===== config.mk =====
export PLATFORM = sky130hd
export DESIGN_NAME = priority_bitmap_ready_scheduler
export DESIGN_NICKNAME = d
export VERILOG_FILES = /design/src/sv/pbrs_pkg.sv /design/src/sv/pbrs_find.sv /design/src/sv/pbrs_queue.sv /design/src/sv/priority_bitmap_ready_scheduler.sv
export SDC_FILE = /design/constraint.sdc
export NUM_CORES = 1
export LEC_CHECK = 0
export CAP_MARGIN = 40
export CORE_AREA = 8 8 375 377
export DETAILED_ROUTE_END_ITERATION = 12
export DIE_AREA = 0 0 383 385
export DONT_BUFFER_PORTS = 1
export PLACE_DENSITY = 0.5
export SLEW_MARGIN = 20
export SYNTH_ARGS = -nofsm -noshare
export SYNTH_HDL_FRONTEND = slang
export SYNTH_HIERARCHICAL = 1
export SYNTH_SLANG_ARGS = --single-unit

===== constraint.sdc =====
create_clock -name i_clk -period 9.9 [get_ports i_clk]
set_clock_uncertainty 0.2 [all_clocks]
set_input_delay 1.485 -clock i_clk [delete_from_list [all_inputs] [get_ports i_clk]]
set_output_delay 1.485 -clock i_clk [all_outputs]
set_load 0.05 [all_outputs]

===== src/sv/pbrs_pkg.sv =====
// Shared types, constants and width helpers for the bitmap priority scheduler.
`timescale 1ns / 1ps
`default_nettype none

package pbrs_pkg;

    localparam int PRIORITY_LEVELS = 32;
    localparam int THREAD_SLOTS    = 32;

    localparam int LVL_W = (PRIORITY_LEVELS > 1) ? $clog2(PRIORITY_LEVELS) : 1;
    localparam int THR_W = (THREAD_SLOTS > 1) ? $clog2(THREAD_SLOTS) : 1;

    typedef enum logic [1:0] {
        REQ_INSERT   = 2'd0,
        REQ_REMOVE   = 2'd1,
        REQ_SCHEDULE = 2'd2,
        REQ_START    = 2'd3
    } t_req_type;

    typedef enum logic [1:0] {
        ST_OK     = 2'd0,
        ST_EMPTY  = 2'd1,
        ST_DOUBLE = 2'd2,
        ST_ABSENT = 2'd3
    } t_status;

    typedef struct packed {
        t_req_type  req_type;
        logic [4:0] thread_id;
        logic [4:0] priority_req;
    } t_req;

    typedef struct packed {
        t_status    status;
        logic       switched;
        logic       from_valid;
        logic [4:0] prev_thread;
        logic [4:0] next_thread;
        logic [4:0] to_priority;
    } t_res;

    // Five-bit field to internal thread index (zero-extend or truncate).
    function automatic logic [THR_W-1:0] thr_of(input logic [4:0] id);
        logic [THR_W+4:0] w;
        w = {{THR_W{1'b0}}, id};
        return w[THR_W-1:0];
    endfunction

    // Five-bit field to internal level index.
    function automatic logic [LVL_W-1:0] lvl_of(input logic [4:0] pr);
        logic [LVL_W+4:0] w;
        w = {{LVL_W{1'b0}}, pr};
        return w[LVL_W-1:0];
    endfunction

    // Internal thread index back to the five-bit result field.
    function automatic logic [4:0] thr_out(input logic [THR_W-1:0] t);
        logic [THR_W+4:0] w;
        w = {5'b0, t};
        return w[4:0];
    endfunction

    // Internal level index back to the five-bit result field.
    function automatic logic [4:0] lvl_out(input logic [LVL_W-1:0] l);
        logic [LVL_W+4:0] w;
        w = {5'b0, l};
        return w[4:0];
    endfunction

endpackage

`default_nettype wire


===== src/sv/pbrs_find.sv =====
// Lowest-set-bit search over the ready bitmap.
`timescale 1ns / 1ps
`default_nettype none

module pbrs_find (
    input  wire logic [pbrs_pkg::PRIORITY_LEVELS-1:0] i_mask,
    output logic                                      o_any,
    output logic [pbrs_pkg::LVL_W-1:0]                o_level
);
    import pbrs_pkg::*;

    // Scanning downwards lets the most urgent set level win.
    always_comb begin
        o_level = LVL_W'(PRIORITY_LEVELS - 1);
        for (int i = PRIORITY_LEVELS - 1; i >= 0; i--) begin
            if (i_mask[i]) begin
                o_level = LVL_W'(i);
            end
        end
    end

    assign o_any = |i_mask;

endmodule

`default_nettype wire


===== src/sv/pbrs_queue.sv =====
// Ready bitmap, per-level linked lists and running-thread state with request logic.
`timescale 1ns / 1ps
`default_nettype none

module pbrs_queue (
    input  wire logic           i_clk,
    input  wire logic           i_rst_n,
    input  wire logic           i_fire,
    input  wire pbrs_pkg::t_req i_req,
    output pbrs_pkg::t_res      o_res
);
    import pbrs_pkg::*;

    // State.
    logic [PRIORITY_LEVELS-1:0] r_mask;
    logic [THREAD_SLOTS-1:0]    r_queued;
    logic [THR_W-1:0]           r_head  [PRIORITY_LEVELS];
    logic [THR_W-1:0]           r_tail  [PRIORITY_LEVELS];
    logic [THR_W-1:0]           r_next  [THREAD_SLOTS];
    logic [THR_W-1:0]           r_prev  [THREAD_SLOTS];
    logic [LVL_W-1:0]           r_qlevel[THREAD_SLOTS];
    logic [THR_W-1:0]           r_run_thread;
    logic                       r_run_valid;

    // Decoded request.
    logic [THR_W-1:0] w_t;
    logic [LVL_W-1:0] w_prs;
    logic             w_thr_ok;
    logic             w_any;
    logic [LVL_W-1:0] w_find_lvl;
    logic [LVL_W-1:0] w_rd_lvl;
    logic [THR_W-1:0] w_head_rd;
    logic [THR_W-1:0] w_tail_rd;

    // Write controls.
    logic                       w_head_we, w_tail_we, w_next_we, w_prev_we;
    logic [LVL_W-1:0]           w_head_addr, w_tail_addr;
    logic [THR_W-1:0]           w_head_wd, w_tail_wd;
    logic [THR_W-1:0]           w_next_addr, w_next_wd, w_prev_addr, w_prev_wd;
    logic                       w_q_set, w_q_clr;
    logic                       w_run_we;
    logic [PRIORITY_LEVELS-1:0] w_mask_set, w_mask_clr;
    logic [PRIORITY_LEVELS-1:0] n_mask;
    logic [THREAD_SLOTS-1:0]    n_queued;
    logic                       w_at_head, w_at_tail, w_change;

    assign w_t      = thr_of(i_req.thread_id);
    assign w_thr_ok = 32'(i_req.thread_id) < 32'(THREAD_SLOTS);
    assign w_prs    = (32'(i_req.priority_req) >= 32'(PRIORITY_LEVELS))
                    ? LVL_W'(PRIORITY_LEVELS - 1) : lvl_of(i_req.priority_req);

    pbrs_find u_find (
        .i_mask  (r_mask),
        .o_any   (w_any),
        .o_level (w_find_lvl)
    );

    // One level read port serves every request type.
    always_comb begin
        case (i_req.req_type)
            REQ_INSERT: w_rd_lvl = w_prs;
            REQ_REMOVE: w_rd_lvl = r_qlevel[w_t];
            default:    w_rd_lvl = w_find_lvl;
        endcase
    end

    assign w_head_rd = r_head[w_rd_lvl];
    assign w_tail_rd = r_tail[w_rd_lvl];
    assign w_at_head = (w_head_rd == w_t);
    assign w_at_tail = (w_tail_rd == w_t);
    assign w_change  = !r_run_valid || (r_run_thread != w_head_rd);

    always_comb begin
        o_res       = '0;
        o_res.status = ST_OK;
        w_head_we   = 1'b0;
        w_tail_we   = 1'b0;
        w_next_we   = 1'b0;
        w_prev_we   = 1'b0;
        w_head_addr = w_rd_lvl;
        w_tail_addr = w_rd_lvl;
        w_head_wd   = w_t;
        w_tail_wd   = w_t;
        w_next_addr = w_tail_rd;
        w_next_wd   = w_t;
        w_prev_addr = w_t;
        w_prev_wd   = w_tail_rd;
        w_q_set     = 1'b0;
        w_q_clr     = 1'b0;
        w_run_we    = 1'b0;
        w_mask_set  = '0;
        w_mask_clr  = '0;
        case (i_req.req_type)
            REQ_INSERT: begin
                if (!w_thr_ok) begin
                    o_res.status = ST_ABSENT;
                end else if (r_queued[w_t]) begin
                    o_res.status = ST_DOUBLE;
                end else begin
                    // Append at the tail; an empty level gets a new head.
                    if (r_mask[w_rd_lvl]) begin
                        w_next_we = 1'b1;
                        w_prev_we = 1'b1;
                    end else begin
                        w_head_we = 1'b1;
                    end
                    w_tail_we  = 1'b1;
                    w_q_set    = 1'b1;
                    w_mask_set = PRIORITY_LEVELS'(1) << w_rd_lvl;
                end
            end
            REQ_REMOVE: begin
                if (!w_thr_ok) begin
                    o_res.status = ST_ABSENT;
                end else if (!r_queued[w_t]) begin
                    o_res.status = ST_ABSENT;
                end else begin
                    w_q_clr = 1'b1;
                    if (w_at_head && w_at_tail) begin
                        w_mask_clr = PRIORITY_LEVELS'(1) << w_rd_lvl;
                    end else if (w_at_head) begin
                        w_head_we = 1'b1;
                        w_head_wd = r_next[w_t];
                    end else if (w_at_tail) begin
                        w_tail_we = 1'b1;
                        w_tail_wd = r_prev[w_t];
                    end else begin
                        // Thread in the middle: splice its neighbours together.
                        w_next_we   = 1'b1;
                        w_next_addr = r_prev[w_t];
                        w_next_wd   = r_next[w_t];
                        w_prev_we   = 1'b1;
                        w_prev_addr = r_next[w_t];
                        w_prev_wd   = r_prev[w_t];
                    end
                end
            end
            REQ_SCHEDULE, REQ_START: begin
                if (!w_any) begin
                    o_res.status = ST_EMPTY;
                end else begin
                    o_res.switched    = w_change;
                    o_res.from_valid  = r_run_valid;
                    o_res.prev_thread = thr_out(r_run_thread);
                    o_res.next_thread = thr_out(w_head_rd);
                    o_res.to_priority = lvl_out(w_find_lvl);
                    w_run_we = w_change || (i_req.req_type == REQ_START);
                end
            end
            default: begin
                o_res.status = ST_OK;
            end
        endcase
    end

    assign n_mask = (r_mask | w_mask_set) & ~w_mask_clr;

    always_comb begin
        n_queued = r_queued;
        if (w_q_set) begin
            n_queued[w_t] = 1'b1;
        end
        if (w_q_clr) begin
            n_queued[w_t] = 1'b0;
        end
    end

    // Control state with reset.
    always_ff @(posedge i_clk) begin
        if (!i_rst_n) begin
            r_mask       <= '0;
            r_queued     <= '0;
            r_run_valid  <= 1'b0;
            r_run_thread <= '0;
        end else if (i_fire) begin
            r_mask   <= n_mask;
            r_queued <= n_queued;
            if (w_run_we) begin
                r_run_valid  <= 1'b1;
                r_run_thread <= w_head_rd;
            end
        end
    end

    // Link stores: no reset, every read is guarded by the bitmap or queued flags.
    always_ff @(posedge i_clk) begin
        if (i_fire) begin
            if (w_head_we) begin
                r_head[w_head_addr] <= w_head_wd;
            end
            if (w_tail_we) begin
                r_tail[w_tail_addr] <= w_tail_wd;
            end
            if (w_next_we) begin
                r_next[w_next_addr] <= w_next_wd;
            end
            if (w_prev_we) begin
                r_prev[w_prev_addr] <= w_prev_wd;
            end
            if (w_q_set) begin
                r_qlevel[w_t] <= w_rd_lvl;
            end
        end
    end

    // A queued thread always sits on a level whose bitmap bit is set.
    a_queued_level_ready: assert property (@(posedge i_clk) disable iff (!i_rst_n)
        (w_thr_ok && r_queued[w_t]) |-> r_mask[r_qlevel[w_t]])
        else $error("queued thread on a level with a clear ready bit");

    // An empty answer only comes from an empty bitmap.
    a_empty_means_no_ready: assert property (@(posedge i_clk) disable iff (!i_rst_n)
        (i_fire && (o_res.status == ST_EMPTY)) |-> (r_mask == '0))
        else $error("empty status with ready levels present");

    // A successful remove leaves the thread unqueued.
    a_remove_clears_flag: assert property (@(posedge i_clk) disable iff (!i_rst_n)
        (i_fire && (i_req.req_type == REQ_REMOVE) && (o_res.status == ST_OK))
        |=> !r_queued[$past(w_t)])
        else $error("removed thread still flagged as queued");

endmodule

`default_nettype wire


===== src/sv/priority_bitmap_ready_scheduler.sv =====
// Top level of the bitmap priority scheduler: input register, request logic, result register.
//
//  Channel   Direction  Handshake                     Payload
//  request   in         i_in_valid / o_in_ready       i_in_data  (pbrs_pkg::t_req)
//  result    out        o_out_valid / i_out_ready     o_out_data (pbrs_pkg::t_res)
//
// A request transfer loads the input register; when the held request fires, the queue
// update logic writes the result register, which raises o_out_valid.
// One request can be taken every cycle while the result side does not stall, because
// the whole list update for a request (one level read, the link reads of one thread,
// one write per store) completes in a single pass.
// Reset clears the ready bitmap, the queued flags and the running thread; the link
// stores need no clearing, so requests are accepted straight after reset.
// While a result waits untaken, the request held in the input register stalls, and
// the input side takes no further transfer until the result register frees up.
`timescale 1ns / 1ps
`default_nettype none

module priority_bitmap_ready_scheduler (
    input  wire logic           i_clk,
    input  wire logic           i_rst_n,
    input  wire logic           i_in_valid,
    output logic                o_in_ready,
    input  wire pbrs_pkg::t_req i_in_data,
    output logic                o_out_valid,
    input  wire logic           i_out_ready,
    output pbrs_pkg::t_res      o_out_data
);
    import pbrs_pkg::*;

    t_req r_in;
    logic r_in_valid;
    t_res r_out;
    logic r_out_valid;
    t_res w_res;
    logic w_fire;

    // The held request is processed when the result register is free or being emptied.
    assign w_fire     = r_in_valid && (!r_out_valid || i_out_ready);
    // The input register takes a new transfer when empty or when its request moves on.
    assign o_in_ready = !r_in_valid || w_fire;

    pbrs_queue u_queue (
        .i_clk   (i_clk),
        .i_rst_n (i_rst_n),
        .i_fire  (w_fire),
        .i_req   (r_in),
        .o_res   (w_res)
    );

    always_ff @(posedge i_clk) begin
        if (!i_rst_n) begin
            r_in_valid  <= 1'b0;
            r_out_valid <= 1'b0;
        end else begin
            if (o_in_ready) begin
                r_in_valid <= i_in_valid;
            end
            if (w_fire) begin
                r_out_valid <= 1'b1;
            end else if (i_out_ready) begin
                r_out_valid <= 1'b0;
            end
        end
    end

    // Payload registers carry no reset.
    always_ff @(posedge i_clk) begin
        if (i_in_valid && o_in_ready) begin
            r_in <= i_in_data;
        end
        if (w_fire) begin
            r_out <= w_res;
        end
    end

    assign o_out_valid = r_out_valid;
    assign o_out_data  = r_out;

    // Every processed request lands in the result register.
    a_fire_gives_result: assert property (@(posedge i_clk) disable iff (!i_rst_n)
        w_fire |=> o_out_valid)
        else $error("processed request produced no result");

    // A switch is only ever reported together with an ok status.
    a_switch_only_ok: assert property (@(posedge i_clk) disable iff (!i_rst_n)
        (o_out_valid && o_out_data.switched) |-> (o_out_data.status == ST_OK))
        else $error("switch reported on a failed request");

    // A stalled result stays offered with its payload unchanged.
    a_result_held: assert property (@(posedge i_clk) disable iff (!i_rst_n)
        (o_out_valid && !i_out_ready) |=> (o_out_valid && $stable(o_out_data)))
        else $error("stalled result dropped or changed");

endmodule

`default_nettype wire


==> results.toml <==
[global_routing]
grt_max_degree = 107
grt_pass1_vias = 26060
grt_pass1_wl_mm = 193.6
antenna_found_initial = 7
grt-ovfl-total = 0
grtUsageTotal = 0.1768

[cts]
ctsHoldBuffers = 0
cts-root-buf = "clkbuf_16"
htree_levels = 3
cts_setup_buffers = 0
cts_tree = "built"
path_clk_slew_ns = 0.06
cts_buffers = 100
clock_path_buffers = 3
clock_latency_ns = 0.71
cts_sinks = 903
cts_resized = 0

[placed_design]
finalWeightedCongestion = 0.8955
io_buffers = 0
dp_hpwl_mm = 87.54

[min_path]
holdCritPathClass = "reg -> reg"

[power_and_ir_drop]
switching_share = 0.2536
p_per_area_mw_per_mm2 = 198.3
fin_total_pwr_uw = 9084
p_seq_frac = 0.470
pwr-share-clk = 0.430
p_int_uw = 6781
net-switching-power_uw = 2304
combPwrFrac = 0.100
ir_drop_mv = 0.1360
leakagePower_uw = 0.01434

[synthesis]
synth_area_mm2 = 0.03998
yosysSeqAreaShare = 0.6602
synth.ff_latch_count = 903
synth_nets = 2851
ys_types = 100
yosysWarnings = 6
synthCells = 2835
synth-edff-count = 831
ys_async_sr_fraction = 0
syn-mean-instance-area_um2 = 14.10
ys.flop_type = "edfxtp_1"

[routing]
drt_pass1_iterations = 8
drc = 0
antenna_left = 0
vias_per_cell = 5.660
drt-total-wl_mm = 134.9
wl_per_cell_um = 28.56
route.vias.total = 26750
drt_iter0_drc = 3243

[floorplan]
die_y_um = 385
initial_core_util = 0.2970
die_w_um = 383
num_rows = 135
pin_count = 37
core-area_mm2 = 0.1346
die_area_mm2 = 0.1475

[sta]
maxSlewViolCount = 0
slew_headroom = 0.3632
setup_tns_ns = 0
clock.fmax_mhz = 129.1
final.min_clock_period_ns = 7.749
finalCritPeriodShare = 0.7827
rsz0062_at_grt = "false"
setup_viol = 0
hold_violations = 0
worstMarginPinSlew_ns = 0.9517

[final_layout]
area_growth_pct = 14.59
drive_gt1_frac = 0.1814
final_cell_mix = "edfxtp_1, nand2_1, nor2_1"
final_common_cell = "edfxtp_1"
nets = 2867

[worst_setup_path]
cp-start-kind = "flop"
endpoint_kind = "flop"
worstSetupPathType = "reg -> reg"
arrival_ns = 7.88
crit_fanout = 46
crit_required_ns = 10.04

[outcome]
status = "completed"

[flow_run]
drv_cap = 0
## worst max-delay path: stages (launching register included)
cell and delay (ns):
edfxtp_1 0.80, or3b_1 0.64, nor3_1 0.20, a2111oi_2 0.65
buf_4 0.54, and4_1 0.70, buf_4 0.34, o21ai_0 0.11
a32oi_1 0.31, a221oi_1 0.20, o2111ai_2 0.55, xnor2_1 0.18
nand2_1 0.13, or3b_1 0.48, o211ai_4 0.46, buf_4 0.47
o21ai_0 0.38
## routing by layer
| metal | vias to the layer above | track usage | routed length, um |
|---|---|---|---|
| met3 | 251 | 0.03731 | 12180 |
| met2 | 1359 | 0.2681 | 59630 |
| met5 | - | 0 | 26 |
| li1 | 11420 | - | - |
| met1 | 13710 | 0.2497 | 58280 |
| met4 | 4 | 0.06429 | 4825 |
## power by group through the flow
stage	logic, uW	registers (uW)	clock network (uW)
final	913	4270	3900
after global routing	956	4270	4110
after CTS	904	4270	3970
after detailed placement	901	4350	0
after global placement	888	4350	0
after floorplan	531	4340	0
## metrics by stage
stage	area [um^2]	util	std cells	setup WS, ns	hold WS, ns
finish	45820	0.3403	4725	2.151	0.3004
CTS	45690	0.3394	4703	2.147	0.3010
detailed placement	42250	0.3138	4514	2.250	0.2865
floorplan	39980	-	2835	3.851	0.2540
global route	45800	0.3402	4719	1.785	0.3360
global placement	42000	0.3120	4489	1.996	0.2770
## registers in the layout, indices dropped and copies added (netlist names)
| name | count |
|---|---|
| u_queue/r_prev | 160 |
| r_in | 12 |
| o_out_data | 19 |
| u_queue/r_run_thread | 5 |
| r_in_valid | 1 |
| u_queue/r_next | 160 |
| u_queue/r_queued | 32 |
| u_queue/r_head | 160 |
| o_out_valid | 1 |
| u_queue/r_run_valid | 1 |
| u_queue/r_mask | 32 |
| u_queue/r_tail | 160 |
| u_queue/r_qlevel | 160 |
## synthesized netlist by cell type (all sizes together) (22+ instances only)
library cell    n  area (um^2)
edfxtp        831        24950
nand2         273         1032
nor2          127        476.7
buf           123        807.0
clkbuf        108        405.4
nand3         103        520.5
mux4          100         2252
nor3          100        520.5
o21ai          99        495.5
and3           96        600.6
mux2i          74        740.7
dfxtp          72         1441
o211ai         60        455.4
a211oi         54        410.4
a21oi          54        270.3
o22ai          51        319.1
a31oi          44        275.3
nor4           34        279.0
a22oi          33        247.7
o32ai          33        289.0
o221a          32        360.4
nand4          27        190.2
mux2           26        311.5
a2111oi        23        209.0
nor2b          22        145.1
## layout make-up
type	count	area [um^2]
Sequential cell	903	26400
Clock buffer	127	2675
Inverter	19	78.83
Fill cell	12890	88810
Multi-Input combinational cell	1682	12480
Clock inverter	62	760.7
Tap cell	1781	2228
Antenna cell	6	15.01
Timing Repair Buffer	145	1184
## cell families after synthesis
logic type,Yosys count,share of synthesized area
mux,200,0.08265
simple gates,855,0.1087
compound gates,614,0.1133
xor+xnor,13,0.002848
buf+inv,250,0.03223
flops,903,0.6602
## path summary, 6_finish.rpt
| path | start | end | cells past startpoint | slack, ns |
|---|---|---|---|---|
| worst max-delay path | r_in[8] | u_queue/r_next[27][1] | 16 | 2.15 |
| worst min-delay path | u_queue/r_run_valid | u_queue/r_run_valid | 1 | 0.30 |
| worst max register to register | r_in[8] | u_queue/r_next[27][1] | 16 | 2.15 |
| worst min register to register | u_queue/r_run_valid | u_queue/r_run_valid | 1 | 0.30 |
(Power assumes the default switching activity.)
